`config.mk`:
```
export PLATFORM = sky130hd
export DESIGN_NAME = parallel_port_interface_adapter_unit
export DESIGN_NICKNAME = d
export VERILOG_FILES = /design/src/hw/rtl/ppia_pkg.sv /design/src/hw/rtl/parallel_port_interface_adapter_unit.sv
export VERILOG_INCLUDE_DIRS = /design/src /design/src/hw/rtl
export SDC_FILE = /design/constraint.sdc
export NUM_CORES = 1
export LEC_CHECK = 0
export BUFFER_PORTS_ARGS = -buffer_cell sky130_fd_sc_hd__buf_2
export CAP_MARGIN = 15
export CORE_MARGIN = 1.5
export CORE_UTILIZATION = 30
export CTS_CLUSTER_SIZE = 16
export DETAILED_ROUTE_END_ITERATION = 12
export GPL_ROUTABILITY_DRIVEN = 0
export PLACE_DENSITY = 0.49
export SLEW_MARGIN = 10
export SYNTH_ARGS = -nofsm -noshare
export SYNTH_HDL_FRONTEND = slang
export SYNTH_SLANG_ARGS = --single-unit
```
`constraint.sdc`:
```
create_clock -name clk -period 4 [get_ports clk]
set_input_delay 0.2 -clock clk [delete_from_list [all_inputs] [get_ports clk]]
set_output_delay 0.2 -clock clk [all_outputs]
set_load 0.01 [all_outputs]
```
`src/hw/rtl/parallel_port_interface_adapter_unit_defines.svh`:
```
// ---------------------------------------------------------------------------
// Parallel port interface adapter: assertion macros
// Clocked property checks that vanish when SYNTHESIS is set.
// ---------------------------------------------------------------------------
`ifndef PARALLEL_PORT_INTERFACE_ADAPTER_UNIT_DEFINES_SVH
`define PARALLEL_PORT_INTERFACE_ADAPTER_UNIT_DEFINES_SVH

`ifndef SYNTHESIS
// Check a property at each rising edge, skipped while reset is high
`define PPIA_ASSERT(lbl, clk, rst, prop) \
  lbl: assert property (@(posedge clk) disable iff (rst) prop) \
    else $error("ppia assertion failed");
// Check a property at each rising edge, reset included
`define PPIA_ASSERT_ALWAYS(lbl, clk, prop) \
  lbl: assert property (@(posedge clk) prop) \
    else $error("ppia assertion failed");
`else
`define PPIA_ASSERT(lbl, clk, rst, prop)
`define PPIA_ASSERT_ALWAYS(lbl, clk, prop)
`endif

`endif

```
`src/hw/rtl/ppia_pkg.sv`:
```
// ---------------------------------------------------------------------------
// Parallel port interface adapter package
// Request codes, register offsets, control bit positions and helpers.
// ---------------------------------------------------------------------------
package ppia_pkg;

  localparam int DATA_W = 8;
  localparam int CTRL_W = 6;

  // Request types
  localparam logic [1:0] REQ_READ  = 2'd0;
  localparam logic [1:0] REQ_WRITE = 2'd1;
  localparam logic [1:0] REQ_LINE  = 2'd2;

  // Register offsets
  localparam logic [1:0] ADDR_PORT_A = 2'd0;
  localparam logic [1:0] ADDR_CTRL_A = 2'd1;
  localparam logic [1:0] ADDR_PORT_B = 2'd2;
  localparam logic [1:0] ADDR_CTRL_B = 2'd3;

  // Control register bit positions
  localparam int C1_RISING_BIT  = 1;
  localparam int OUT_SELECT_BIT = 2;
  localparam int C2_RISING_BIT  = 4;
  localparam int C2_OUTPUT_BIT  = 5;

  // Interrupt flag bit positions
  localparam int FLAG1_BIT = 0;
  localparam int FLAG2_BIT = 1;

  typedef logic [DATA_W-1:0] byte_t;
  typedef logic [CTRL_W-1:0] ctrl_t;
  typedef logic [1:0]        flags_t;

  // Control register as seen on a bus read: flag 1 at bit 7, flag 2 at
  // bit 6 while C2 is an input
  function automatic byte_t ctrl_view(input ctrl_t cr, input flags_t fl);
    byte_t v;
    v      = {2'b00, cr};
    v[7]   = fl[FLAG1_BIT];
    v[6]   = fl[FLAG2_BIT] & ~cr[C2_OUTPUT_BIT];
    return v;
  endfunction

  // Port read: pins where the direction bit is 0, latch where it is 1
  function automatic byte_t port_view(input byte_t pins, input byte_t latch,
                                      input byte_t dir);
    return (pins & ~dir) | (latch & dir);
  endfunction

endpackage

```
`src/hw/rtl/parallel_port_interface_adapter_unit.sv`:
```
// ---------------------------------------------------------------------------
// Parallel port interface adapter unit
// Two-port adapter with port/direction and control registers per side and
// edge-triggered interrupt flags on the C1/C2 control lines.
// ---------------------------------------------------------------------------
//
//  channel | handshake             | payload
//  --------+-----------------------+---------------------------------------
//  req     | req_valid / req_stall | req_type reg_addr write_data
//          |                       | line_select line_level pins_a pins_b
//  rsp     | rsp_valid / rsp_stall | read_data port_a_written port_a_value
//          |                       | port_b_written port_b_value
//
// One request per cycle while req_stall is low; its response appears in the
// result register in the cycle after it is taken. All register updates happen
// on the request's accepting edge. req_stall is high while the result register
// holds an untaken response and rsp_stall is high, and during reset. Reset
// clears the adapter registers and the response valid, not the response data.
// ---------------------------------------------------------------------------
`include "parallel_port_interface_adapter_unit_defines.svh"

module parallel_port_interface_adapter_unit (
  input  logic                     clk,
  input  logic                     rst,
  input  logic                     req_valid,
  output logic                     req_stall,
  input  logic [1:0]               req_type,
  input  logic [1:0]               reg_addr,
  input  logic [ppia_pkg::DATA_W-1:0] write_data,
  input  logic [1:0]               line_select,
  input  logic                     line_level,
  input  logic [ppia_pkg::DATA_W-1:0] pins_a,
  input  logic [ppia_pkg::DATA_W-1:0] pins_b,
  output logic                     rsp_valid,
  input  logic                     rsp_stall,
  output logic [ppia_pkg::DATA_W-1:0] read_data,
  output logic                     port_a_written,
  output logic [ppia_pkg::DATA_W-1:0] port_a_value,
  output logic                     port_b_written,
  output logic [ppia_pkg::DATA_W-1:0] port_b_value
);
  import ppia_pkg::*;

  // Architectural state
  ctrl_t      ctrl_a, ctrl_b;
  byte_t      dir_a, dir_b;
  byte_t      latch_a, latch_b;
  flags_t     flags_a, flags_b;
  logic [3:0] line_levels;

  ctrl_t      ctrl_a_next, ctrl_b_next;
  byte_t      dir_a_next, dir_b_next;
  byte_t      latch_a_next, latch_b_next;
  flags_t     flags_a_next, flags_b_next;
  logic [3:0] line_levels_next;

  byte_t      rd_next;
  logic       wa_next, wb_next;
  logic       accept;

  // Line event decode
  logic       side_b, is_c2, old_level, c2_out, rising, set_flag;
  ctrl_t      line_cr;

  assign req_stall = rst | (rsp_valid & rsp_stall);
  assign accept    = req_valid & ~req_stall;

  assign side_b    = line_select[1];
  assign is_c2     = line_select[0];
  assign line_cr   = side_b ? ctrl_b : ctrl_a;
  assign old_level = line_levels[line_select];
  assign c2_out    = is_c2 & line_cr[C2_OUTPUT_BIT];
  assign rising    = is_c2 ? line_cr[C2_RISING_BIT] : line_cr[C1_RISING_BIT];
  assign set_flag  = (old_level != line_level) & ~c2_out & (line_level == rising);

  // Work out the next state and the response for the request
  always_comb begin
    ctrl_a_next      = ctrl_a;
    ctrl_b_next      = ctrl_b;
    dir_a_next       = dir_a;
    dir_b_next       = dir_b;
    latch_a_next     = latch_a;
    latch_b_next     = latch_b;
    flags_a_next     = flags_a;
    flags_b_next     = flags_b;
    line_levels_next = line_levels;
    rd_next          = '0;
    wa_next          = 1'b0;
    wb_next          = 1'b0;

    case (req_type)
      REQ_READ: begin
        unique case (reg_addr)
          ADDR_PORT_A: begin
            if (ctrl_a[OUT_SELECT_BIT]) begin
              rd_next      = port_view(pins_a, latch_a, dir_a);
              flags_a_next = '0;
            end else begin
              rd_next = dir_a;
            end
          end
          ADDR_CTRL_A: rd_next = ctrl_view(ctrl_a, flags_a);
          ADDR_PORT_B: begin
            if (ctrl_b[OUT_SELECT_BIT]) begin
              rd_next      = port_view(pins_b, latch_b, dir_b);
              flags_b_next = '0;
            end else begin
              rd_next = dir_b;
            end
          end
          ADDR_CTRL_B: rd_next = ctrl_view(ctrl_b, flags_b);
          default: rd_next = '0;
        endcase
      end
      REQ_WRITE: begin
        unique case (reg_addr)
          ADDR_PORT_A: begin
            if (ctrl_a[OUT_SELECT_BIT]) begin
              latch_a_next = write_data;
              wa_next      = 1'b1;
            end else begin
              dir_a_next = write_data;
            end
          end
          ADDR_CTRL_A: ctrl_a_next = write_data[CTRL_W-1:0];
          ADDR_PORT_B: begin
            if (ctrl_b[OUT_SELECT_BIT]) begin
              latch_b_next = write_data;
              wb_next      = 1'b1;
            end else begin
              dir_b_next = write_data;
            end
          end
          ADDR_CTRL_B: ctrl_b_next = write_data[CTRL_W-1:0];
          default: ctrl_b_next = ctrl_b;
        endcase
      end
      REQ_LINE: begin
        // Track the new level unless the line is C2 driven as an output
        if ((old_level != line_level) && !c2_out) begin
          line_levels_next[line_select] = line_level;
        end
        if (set_flag) begin
          if (side_b) begin
            flags_b_next[is_c2 ? FLAG2_BIT : FLAG1_BIT] = 1'b1;
          end else begin
            flags_a_next[is_c2 ? FLAG2_BIT : FLAG1_BIT] = 1'b1;
          end
        end
      end
      default: rd_next = '0;
    endcase
  end

  // Advance state on an accepted request
  always_ff @(posedge clk) begin
    if (rst) begin
      ctrl_a      <= '0;
      ctrl_b      <= '0;
      dir_a       <= '0;
      dir_b       <= '0;
      latch_a     <= '0;
      latch_b     <= '0;
      flags_a     <= '0;
      flags_b     <= '0;
      line_levels <= '0;
    end else if (accept) begin
      ctrl_a      <= ctrl_a_next;
      ctrl_b      <= ctrl_b_next;
      dir_a       <= dir_a_next;
      dir_b       <= dir_b_next;
      latch_a     <= latch_a_next;
      latch_b     <= latch_b_next;
      flags_a     <= flags_a_next;
      flags_b     <= flags_b_next;
      line_levels <= line_levels_next;
    end
  end

  // Result register: load on accept, drop valid once taken
  always_ff @(posedge clk) begin
    if (rst) begin
      rsp_valid <= 1'b0;
    end else if (accept) begin
      rsp_valid <= 1'b1;
    end else if (!rsp_stall) begin
      rsp_valid <= 1'b0;
    end
  end

  always_ff @(posedge clk) begin
    if (accept) begin
      read_data      <= rd_next;
      port_a_written <= wa_next;
      port_b_written <= wb_next;
    end
  end

  // Latches change only with an accepted request, so they track the response
  assign port_a_value = latch_a;
  assign port_b_value = latch_b;

  // Checks
  `PPIA_ASSERT(a_latch_a_write, clk, rst, accept && req_type == REQ_WRITE && reg_addr == ADDR_PORT_A && ctrl_a[OUT_SELECT_BIT] |=> rsp_valid && port_a_written && port_a_value == $past(write_data))
  `PPIA_ASSERT(a_port_a_read_clears, clk, rst, accept && req_type == REQ_READ && reg_addr == ADDR_PORT_A && ctrl_a[OUT_SELECT_BIT] |=> flags_a == 2'b00)
  `PPIA_ASSERT(a_one_latch_written, clk, rst, rsp_valid |-> !(port_a_written && port_b_written))
  `PPIA_ASSERT(a_write_reads_zero, clk, rst, rsp_valid && (port_a_written || port_b_written) |-> read_data == '0)
  `PPIA_ASSERT(a_c2a_output_holds, clk, rst, accept && ctrl_a[C2_OUTPUT_BIT] |=> line_levels[1] == $past(line_levels[1]))
  `PPIA_ASSERT_ALWAYS(a_reset_no_rsp, clk, rst |=> !rsp_valid)

endmodule

```
-- Word level (Yosys, flattened, before mapping)
Index checks and enable logic that the tools add are counted.
- input port bits: 35
- logic and storage cells: 101
- register bits: 63
- output and inout port bits: 28
- bitwise operators: 24
- reductions and logical operators: 18
- order comparisons: 4
- multiplexer cells: 27
- equal/unequal tests: 15
- operators by type and width (kind ; number):
    $and A8 B8 Y8 ; 4
    $pmux W8 S4 ; 1
    $mux W2 ; 8
    $mux W8 ; 2
    $not A8 Y8 ; 2
    $or A8 B8 Y8 ; 2
    $reduce_and A4 Y1 ; 4
    $ne A2 B2 Y1 const B ; 7
    $reduce_and A6 Y1 ; 2
    $mux W1 ; 9
    $reduce_and A3 Y1 ; 3
    $pmux W2 S2 ; 2
    $and A1 B1 Y1 ; 7
    $eq A2 B2 Y1 const B ; 3
    $mux W6 ; 1
    $not A1 Y1 ; 6
    $bwmux W4 ; 1
    $eq A2 B1 Y1 const B ; 2
    $logic_not A2 Y1 ; 2
    $or A2 B2 Y2 ; 2
    $reduce_and A2 Y1 ; 2
    $logic_and A1 B1 Y1 ; 3
    $lt A2 B3 Y1 const B ; 1
    $bmux W1 S2 ; 1
    11 further kinds ; 11

-- Longest topological paths before layout
Gate-level depths: netlist of the first run.
- depth in word-level cells: 9
- gate-level depth with buffers: 7
- mapped depth without buffers: 4

-- Worst setup path before layout of the first run
No wires, ideal clock.
- path type: input to register
- from: in rst
- to: reg flags_b[0]
- cell stages on the path: 5
- data arrival time: 1.497 ns
- path buffers: 1
- library setup time: 0.117 ns
- path slack: 2.386 ns
- data required time: 3.883 ns
- cell sequence: buf_2 > nand2b_1 > nor2_1 > a31oi_1 > a22o_1
- word-level cells in the longest chain between the ends: 4
- ends and longest elaborated chain (element ; line ; text):
    from (decl) ; parallel_port_interface_adapter_unit.sv:24 ; input logic rst,
    $or A1 B1 Y1 ; parallel_port_interface_adapter_unit.sv:65 ; assign req_stall = rst | (rsp_valid & rsp_stall);
    $not A1 Y1 ; parallel_port_interface_adapter_unit.sv:66 ; assign accept = req_valid & ~req_stall;
    $and A1 B1 Y1 ; parallel_port_interface_adapter_unit.sv:66 ;
    named net accept ; parallel_port_interface_adapter_unit.sv:59 ; logic accept;
    $reduce_and A6 Y1 (no source line) ; -- ;
    to (signal assigned) ; parallel_port_interface_adapter_unit.sv:175 ; flags_b <= flags_b_next;
    to (decl) ; parallel_port_interface_adapter_unit.sv:48 ; flags_t flags_a, flags_b;
The timed path passes the listed nets, and every way through them passes these cells.
A chain may end at the register's enable or synchronous reset.

-- Worst setup path in the final report of the first run
- from: in rst
- to: reg dir_a[4]
- word-level cells in the longest chain between the ends: 4
- ends and longest elaborated chain (element ; line ; text):
    $or A1 B1 Y1 ; parallel_port_interface_adapter_unit.sv:65 ;
    $not A1 Y1 ; parallel_port_interface_adapter_unit.sv:66 ;
    $and A1 B1 Y1 ; parallel_port_interface_adapter_unit.sv:66 ;
    $reduce_and A4 Y1 (no source line) ; -- ;
    to (signal assigned) ; parallel_port_interface_adapter_unit.sv:170 ; dir_a <= dir_a_next;
    to (decl) ; parallel_port_interface_adapter_unit.sv:46 ; byte_t dir_a, dir_b;
Several ways; a longest one is shown, not always the timed one.

==> impl_metrics.env, run 1 <==
export IMPL_die_area_um2=10700
export IMPL_cts_buffers=9
export IMPL_synth_commonest_cells="mux2i_1 (55), nor2_1 (54), dfxtp_1 (53)"
export IMPL_stdcell_area_um2=3670
export IMPL_critical_path_top_delay_family="simple AND/OR/NAND/NOR gates"
export IMPL_cp_buffers_inverters=1
export IMPL_yosysTopAreaCell="dfxtp_1"
export IMPL_start_kind="primary input"
export IMPL_worstHoldStart="req_valid"
export IMPL_rr_startpoint="ctrl_a[2]$_SDFFE_PP0P_"
export IMPL_cts_root_buf="clkbuf_8"
export IMPL_status="finished, final reports clean"
export IMPL_layout_setup_ws_ns=1.80
export IMPL_synth_area_top_cells="dfxtp_1 (35%), mux2i_1 (18%), edfxtp_1 (9.9%), nor2_1 (6.7%), and3b_1 (4.6%)"
export IMPL_p_leak_nw=1.77
export IMPL_r2r_end="port_a_value[6]$_SDFFE_PP0P_"
export IMPL_nets=397
export IMPL_timing_worst_setup_path_type="primary input to register"
export IMPL_path_cells="buf_2 > nor2b_1 > nand4_2 > mux2i_1 > nor2_1"
export IMPL_cp_data_arrival_time_ns=2.41
export IMPL_yosysWarnings=0
export IMPL_vias=2413
export IMPL_fin_skew_ns=0.00630
export IMPL_clk_latency_ns=0.35
export IMPL_dp_slack_ns=1.39
export IMPL_grt_max_degree=55
export IMPL_ys_seq_elements=63
export IMPL_wl_per_cell_um=16.1
export IMPL_syn_inst=304
export IMPL_cpPeakStageDelay_ns=0.81
export IMPL_cts_tree="yes"
export IMPL_synth_nets=339
export IMPL_grt_total_usage_pct=15.4
export IMPL_cts_hold_buf=0
export IMPL_syn_area_per_cell_um2=9.98
export IMPL_critical_path_max_fanout=54
export IMPL_finalSetupTns_ns=0
export IMPL_firstDrtPassIters=4
export IMPL_ant_nets=0
export IMPL_fp_coreArea_um2=9770
export IMPL_period_share_pct=55.1
export IMPL_area_growth_pct=20.8
export IMPL_tightest_slew_ns=1.01
export IMPL_peakVddDrop_mv=0.157
export IMPL_drive_above_1_share_pct=24.1
export IMPL_timing_critical_path_from="rst"
export IMPL_slew_viol_final=0
export IMPL_crit_end="dir_a[4]$_SDFFE_PP0P_"
export IMPL_drt_iter0_drc=131
export IMPL_die_y_um=104
export IMPL_cp_end_kind="register"
export IMPL_ys_types=38
export IMPL_path_depth=5
export IMPL_antennaDiodeCount=0
export IMPL_placed_area_um2=3440
export IMPL_cts_sinks=63
export IMPL_vias_per_cell=4.85
export IMPL_port_buffers=62
export IMPL_worstPathRequired_ns=4.20
export IMPL_finalSetupViolCount=0
export IMPL_synth_main_ff_cell="dfxtp_1"
export IMPL_antenna_found_initial=0
export IMPL_placementRows=36
export IMPL_clockBufferDepth=2
export IMPL_slowest_stage="nor2b_1"
export IMPL_synth_edf_count=10
export IMPL_period_minus_slack_ns=2.20
export IMPL_yosysTopAreaCellShare_pct=35.0
export IMPL_max_clock_freq_mhz=454
export IMPL_grt_first_pass_wirelength_um=12500
export IMPL_async_flop_share_pct=0
export IMPL_post_dp_hpwl_um=5380
export IMPL_min_path_type="primary input to register"
export IMPL_power_density_nw_per_um2=381
export IMPL_overflow=0
export IMPL_ff2ff_path_depth=4
export IMPL_htreeDepth=3
export IMPL_die_x_um=104
export IMPL_initial_core_util_pct=31.1
export IMPL_relSlewSlack_pct=32.4
export IMPL_clk_pin_slew_ns=0.07
export IMPL_wl_um=8040
export IMPL_grt_pass1_vias=2293
export IMPL_yosys_cell_count_top_type="mux2i_1"
export IMPL_syn_area_um2=3040
export IMPL_yosysSeqAreaShare_pct=44.8
export IMPL_rsz0062_at_grt="no"
export IMPL_pin_count=63
export IMPL_remaining_drc_errors=0
export IMPL_cts_repair_resized=0
export IMPL_hold_violations=0
export IMPL_r2r_slack_ns=1.97
export IMPL_drv_cap=0
export IMPL_cts_setup_buffers=0
-- where the power goes --
part	switching (mW)	internal, mW
clock	0.251	0.398
combinational	0.0618	0.0329
sequential	0.00375	0.651
total	0.317	1.08
-- layout by cell type (no fill, tap or decap), types with 2 or more instances in the layout --
master     instances
nand2b_1           8
nor2_1            54
a31oi_1            2
nand2_1            8
nor2b_1            5
nand4_4            2
edfxtp_1          10
nand3b_1           5
a21oi_1           16
buf_2             62
nand4_2            3
and3b_1           16
dfxtp_1           53
clkbuf_8          10
nor3b_1            2
and4_1             8
mux2i_1           55
bufinv_16          2
a22o_1             4
o21ai_1            3
nor4_2             2
o21ai_0           15
and2_1             3
-- flip-flops by register name, summed over array words and instances (netlist names) --
name / cells
port_a_written: 1
port_b_value: 8
dir_b: 8
rsp_valid: 1
line_levels: 4
flags_b: 2
port_b_written: 1
flags_a: 2
ctrl_b: 6
dir_a: 8
port_a_value: 8
ctrl_a: 6
read_data: 8
-- stage by stage --
stage          std cells  power, mW  hold slack, ns  utilization (%)
3_5_place_dp         484      0.765           0.461             35.2
2_1_floorplan        304      0.718           0.321                -
3_3_place_gp         484      0.764           0.449             35.2
6_report             498       1.40           0.103             37.5
4_1_cts              498       1.41          0.0926             37.5
5_1_grt              498       1.45           0.121             37.5
-- logic make-up after synthesis --
kind of cell	Yosys count	share of synthesized area, %
simple gates	124	25.1
compound gates	44	8.33
buf+inv	17	2.80
flops	63	44.8
mux	56	18.9
-- worst min-delay path by stage --
| stage | endpoint | slack, ns | depth (start not counted) |
|---|---|---|---|
| final | rsp_valid$_SDFFE_PP0P_ | 0.10 | 3 |
| after global routing | rsp_valid$_SDFFE_PP0P_ | 0.12 | 3 |
| after floorplan | rsp_valid$_SDFFE_PP0P_ | 0.32 | 2 |
| after global placement | rsp_valid$_SDFFE_PP0P_ | 0.45 | 3 |
| after detailed placement | rsp_valid$_SDFFE_PP0P_ | 0.46 | 3 |
| after CTS | rsp_valid$_SDFFE_PP0P_ | 0.09 | 3 |
-- area by class of cell --
cell class	count	area (um2)
multi-input combinational	224	1590
tap	133	166
fill	1024	6110
clock inverter	3	65.1
inverter	1	3.75
sequential	63	1360
clock buffer	11	163
timing repair buffer	63	318
-- worst reg2reg max path, stage by stage, from the launching register on --
cell and delay, ns:
dfxtp_1 0.78, nor3b_2 0.46, nand4_4 0.32, mux2i_1 0.26, nor2_1 0.06
-- metal layers --
| layer | share of wire (%) | vias to the layer above | routed length, um | track usage (%) |
|---|---|---|---|---|
| met5 | 0 | - | 0 | 0 |
| met4 | 0.95 | 0 | 76 | 5.06 |
| met3 | 4.5 | 6 | 359 | 4.91 |
| met2 | 46 | 55 | 3730 | 23.9 |
| met1 | 48 | 1146 | 3880 | 20.3 |
| li1 | - | 1206 | - | - |
No activity file was read; power rests on OpenSTA's default activity.
==> run 2: changes to the inputs <==
==> constraint.sdc (replaced) <==
create_clock -name clk -period 2.1 [get_ports clk]
set_input_delay 0.105 -clock clk [delete_from_list [all_inputs] [get_ports clk]]
set_output_delay 0.105 -clock clk [all_outputs]
set_load 0.01 [all_outputs]
==> run 2 against run 1 <==
Clock skew up 0.0031 ns. Combinational power up 100%. Clock power up 73%. Die area unchanged. Flip-flop and latch count unchanged. First-iteration DRC count down 24%. Utilization up 0.44 points. Hold slack worse by 0.047 ns. Via count up 1.2%. Non-clock buffer count up 8. Critical path type is now register to register.
==> impl_metrics.env, run 2 (same netlist as run 1, synthesis figures left out) <==
export IMPL_antenna_found_initial=0
export IMPL_cts_sinks=63
export IMPL_power_density_nw_per_um2=689
export IMPL_critical_path_max_fanout=9
export IMPL_wl_per_cell_um=15.8
export IMPL_hold_violations=0
export IMPL_worstHoldStart="write_data[6]"
export IMPL_drt_iter0_drc=99
export IMPL_remaining_drc_errors=0
export IMPL_cp_buffers_inverters=0
export IMPL_layout_commonest_cell="buf_2"
export IMPL_antennaDiodeCount=0
export IMPL_rsz0062_at_grt="no"
export IMPL_clk_latency_ns=0.34
export IMPL_grt_first_pass_wirelength_um=12800
export IMPL_finalSetupTns_ns=0
export IMPL_start_kind="register"
export IMPL_port_buffers=62
export IMPL_finalSetupViolCount=0
export IMPL_stdcell_area_um2=3710
export IMPL_mostFrequentLayoutCells="buf_2 (62), mux2i_1 (55), nor2_1 (54), dfxtp_1 (53)"
export IMPL_overflow=0
export IMPL_fp_coreArea_um2=9770
export IMPL_nets=405
export IMPL_drv_cap=0
export IMPL_power_mw=2.55
export IMPL_p_leak_nw=1.80
export IMPL_post_dp_hpwl_um=5530
export IMPL_cts_root_buf="clkbuf_8"
export IMPL_slowest_stage="dfxtp_1"
export IMPL_highest_layer="met4"
export IMPL_timing_worst_setup_path_type="register to register"
export IMPL_drive_above_1_share_pct=25.6
export IMPL_cts_hold_buf=1
export IMPL_tightest_slew_ns=0.572
export IMPL_min_path_type="primary input to register"
export IMPL_cp_end_kind="register"
export IMPL_wl_met2_um=3740
export IMPL_vias=2442
export IMPL_timing_critical_path_from="ctrl_a[2]$_SDFFE_PP0P_"
export IMPL_rr_startpoint="ctrl_a[2]$_SDFFE_PP0P_"
export IMPL_area_growth_pct=22.2
export IMPL_die_y_um=104
export IMPL_relSlewSlack_pct=61.9
export IMPL_period_share_pct=79.1
export IMPL_grt_max_degree=53
export IMPL_clockBufferDepth=2
export IMPL_cts_tree="yes"
export IMPL_vias_per_cell=4.81
export IMPL_dp_cells=491
export IMPL_grt_total_usage_pct=15.5
export IMPL_ant_nets=0
export IMPL_grt_pass1_vias=2436
export IMPL_path_cells="nor3b_2 > nand4_4 > mux2i_1 > nor2_1"
export IMPL_firstDrtPassIters=5
export IMPL_worstPathRequired_ns=2.31
export IMPL_peakVddDrop_mv=0.270
export IMPL_placementRows=36
export IMPL_period_minus_slack_ns=1.66
export IMPL_cts_setup_buffers=0
export IMPL_critical_path_top_delay_family="simple AND/OR/NAND/NOR gates"
export IMPL_status="finished, final reports clean"
export IMPL_layoutNonFillerInstCount=508
export IMPL_cpPeakStageDelay_ns=0.53
export IMPL_clk_pin_slew_ns=0.08
export IMPL_routed_wl_met3_um=236
export IMPL_die_x_um=104
export IMPL_wl_um=8030
export IMPL_initial_core_util_pct=31.1
export IMPL_cts_buffers=9
export IMPL_max_clock_freq_mhz=602
export IMPL_cp_data_arrival_time_ns=1.87
export IMPL_fin_skew_ns=0.00944
export IMPL_htreeDepth=3
export IMPL_cts_repair_resized=0
export IMPL_pin_count=63
export IMPL_wl_met1_um=3940
export IMPL_slew_viol_final=0
export IMPL_placed_area_um2=3490
export IMPL_die_area_um2=10700
run 2: layout make-up:
class	instances	area [um2]
Fill cell	1023	6070
Multi-Input combinational cell	224	1590
Sequential cell	63	1360
Timing Repair Buffer	71	380
Tap cell	133	166
Clock buffer	11	153
Clock inverter	5	55.1
Inverter	1	3.75
run 2: final timing paths:
| path | cells after the start | to | slack, ns |
|---|---|---|---|
| worst max register to register | 4 | port_a_value[3]$_SDFFE_PP0P_ | 0.44 |
| worst min-delay path | 3 | port_a_value[6]$_SDFFE_PP0P_ | 0.06 |
| worst min register to register | 1 | flags_a[1]$_SDFFE_PP0P_ | 0.49 |
| worst max-delay path | 4 | port_a_value[3]$_SDFFE_PP0P_ | 0.44 |
run 2: metal layers:
metal / global-route usage (%) / vias up
met5: 0 / -
li1: - / 1234
met3: 2.96 / 10
met1: 20.7 / 1145
met4: 5.65 / 0
met2: 25.0 / 53
run 2: per-stage QoR:
stage,util [%],worst slack [ns],hold slack (ns)
global route,37.9,0.296,0.0384
global placement,35.7,0.454,0.343
CTS,37.9,0.401,0.0381
floorplan,-,0.489,0.226
finish,37.9,0.438,0.0552
detailed placement,35.7,0.421,0.352
run 2: worst min-delay path, stage by stage:
cell,delay (ns)
buf_2,0.12
mux2i_1,0.07
nor2_1,0.07
run 2: power breakdown:
part / internal (mW) / switching (mW) / leakage (nW) / total (mW)
logic: 0.0703 / 0.121 / 1.18 / 0.192
registers: 1.24 / 0.00599 / 0.518 / 1.24
clock network: 0.617 / 0.501 / 0.100 / 1.12
==> run 3: changes to the inputs <==
--- a/config.mk
+++ b/config.mk
@@ -13,7 +13,7 @@
 export CTS_CLUSTER_SIZE = 16
 export DETAILED_ROUTE_END_ITERATION = 12
 export GPL_ROUTABILITY_DRIVEN = 0
-export PLACE_DENSITY = 0.49
+export PLACE_DENSITY = 0.51
 export SLEW_MARGIN = 10
 export SYNTH_ARGS = -nofsm -noshare
 export SYNTH_HDL_FRONTEND = slang
==> constraint.sdc (replaced) <==
create_clock -name clk -period 1.45 [get_ports clk]
set_input_delay 0.0725 -clock clk [delete_from_list [all_inputs] [get_ports clk]]
set_output_delay 0.0725 -clock clk [all_outputs]
set_load 0.01 [all_outputs]
==> run 3 against run 2 <==
Wire length grew 1.8%. Worst setup slack lost 0.37 ns. Fmax grew 20%. Combinational power grew 62%. Utilization grew 2.3 points. Via count grew 1.6%. Critical path depth is the same. Non-clock buffer count grew 17. Sequential power grew 45%.
==> impl_metrics.env, run 3 (same netlist as run 1, synthesis figures left out) <==
export IMPL_wl_met1_um=4040
export IMPL_min_path_type="primary input to register"
export IMPL_drive_above_1_share_pct=30.1
export IMPL_timing_worst_setup_path_type="register to register"
export IMPL_peakVddDrop_mv=0.349
export IMPL_status="finished, final reports clean"
export IMPL_period_minus_slack_ns=1.39
export IMPL_area_growth_pct=29.6
export IMPL_wl_um=8180
export IMPL_final_util_pct=40.3
export IMPL_fin_skew_ns=0.00744
export IMPL_drv_cap=0
export IMPL_routed_wl_met3_um=275
export IMPL_layout_commonest_cell="buf_2"
export IMPL_finalSetupViolCount=0
export IMPL_layoutNonFillerInstCount=525
export IMPL_overflow=0
export IMPL_cts_buffers=9
export IMPL_nets=422
export IMPL_htreeDepth=3
export IMPL_grt_first_pass_wirelength_um=13100
export IMPL_finalSetupTns_ns=0
export IMPL_mostFrequentLayoutCells="buf_2 (62), mux2i_1 (55), nor2_1 (53), dfxtp_1 (49), buf_4 (18)"
export IMPL_die_x_um=104
export IMPL_p_leak_nw=1.93
export IMPL_antennaDiodeCount=0
export IMPL_tightest_slew_ns=0.434
export IMPL_layout_setup_ws_ns=0.0646
export IMPL_clk_latency_ns=0.34
export IMPL_vias=2481
export IMPL_wl_per_cell_um=15.6
export IMPL_remaining_drc_errors=0
export IMPL_vias_per_cell=4.73
export IMPL_initial_core_util_pct=31.1
export IMPL_placed_area_um2=3630
export IMPL_power_density_nw_per_um2=962
export IMPL_cp_data_arrival_time_ns=1.60
export IMPL_grt_max_degree=41
export IMPL_fp_coreArea_um2=9770
export IMPL_die_area_um2=10700
export IMPL_cts_tree="yes"
export IMPL_grt_total_usage_pct=15.8
export IMPL_rsz0062_at_grt="no"
export IMPL_die_y_um=104
export IMPL_slew_viol_final=0
export IMPL_relSlewSlack_pct=71.0
export IMPL_power_mw=3.78
export IMPL_post_dp_hpwl_um=5760
export IMPL_antenna_found_initial=0
export IMPL_highest_layer="met4"
export IMPL_clk_pin_slew_ns=0.07
export IMPL_start_kind="register"
export IMPL_dp_cells=503
export IMPL_cts_sinks=63
export IMPL_drt_iter0_drc=78
export IMPL_critical_path_max_fanout=4
export IMPL_max_clock_freq_mhz=722
export IMPL_wl_met2_um=3680
export IMPL_grt_pass1_vias=2462
export IMPL_period_share_pct=95.5
export IMPL_pin_count=63
export IMPL_ant_nets=0
export IMPL_port_buffers=62
export IMPL_cp_end_kind="register"
export IMPL_firstDrtPassIters=4
export IMPL_dp_slack_ns=0.00433
export IMPL_placementRows=36
export IMPL_fillCellCount=982
export IMPL_worstPathRequired_ns=1.67
export IMPL_clockBufferDepth=2
export IMPL_hold_violations=0
export IMPL_fin_hold_ws_ns=0.0221
export IMPL_stdcell_area_um2=3940
export IMPL_cts_root_buf="clkbuf_8"
[run 3: critical path, stage by stage, from the launching register on]
cell and delay, ns:
dfxtp_1 0.33, and2_1 0.19, nor4_2 0.44, mux2i_1 0.24, nor2_1 0.05
[run 3: repair_timing]
| item | in CTS | in global routing |
|---|---|---|
| pin swaps | 1 | 2 |
| gates resized for setup | 1 | 5 |
| endpoints found under the hold margin | 4 | 0 |
| buffers inserted | 2 | 2 |
| hold buffers | 2 | 0 |
| setup endpoints to repair | 5 | 17 |
[run 3: per-layer routing]
metal  global-route usage [%]  vias up
li1                         -     1264
met1                     21.3     1159
met2                     24.5       46
met3                     2.77       12
met4                     7.84        0
met5                        0        -
[run 3: cell type report]
cell class	count	area [um2]	share of cell area, %
inverter	1	3.75	0.0954
clock inverter	6	85.1	2.16
sequential	63	1370	34.7
clock buffer	10	128	3.24
tap	133	166	4.23
timing repair buffer	88	586	14.9
multi-input combinational	224	1600	40.7
[run 3: power breakdown]
| group | internal (mW) | switching (mW) |
|---|---|---|
| combinational | 0.127 | 0.184 |
| clock | 0.962 | 0.708 |
| sequential | 1.79 | 0.00793 |
[run 3: final timing paths]
check                                              from                      endpoint  slack (ns)  depth (start not counted)
worst min register to register  flags_a[1]$_SDFFE_PP0P_       flags_a[1]$_SDFFE_PP0P_        0.49                          1
worst min-delay path                      write_data[7]  port_a_value[7]$_SDFFE_PP0P_        0.02                          3
worst max-delay path             rsp_valid$_SDFFE_PP0P_   line_levels[3]$_SDFFE_PP0P_        0.06                          4
worst max register to register   rsp_valid$_SDFFE_PP0P_   line_levels[3]$_SDFFE_PP0P_        0.06                          4
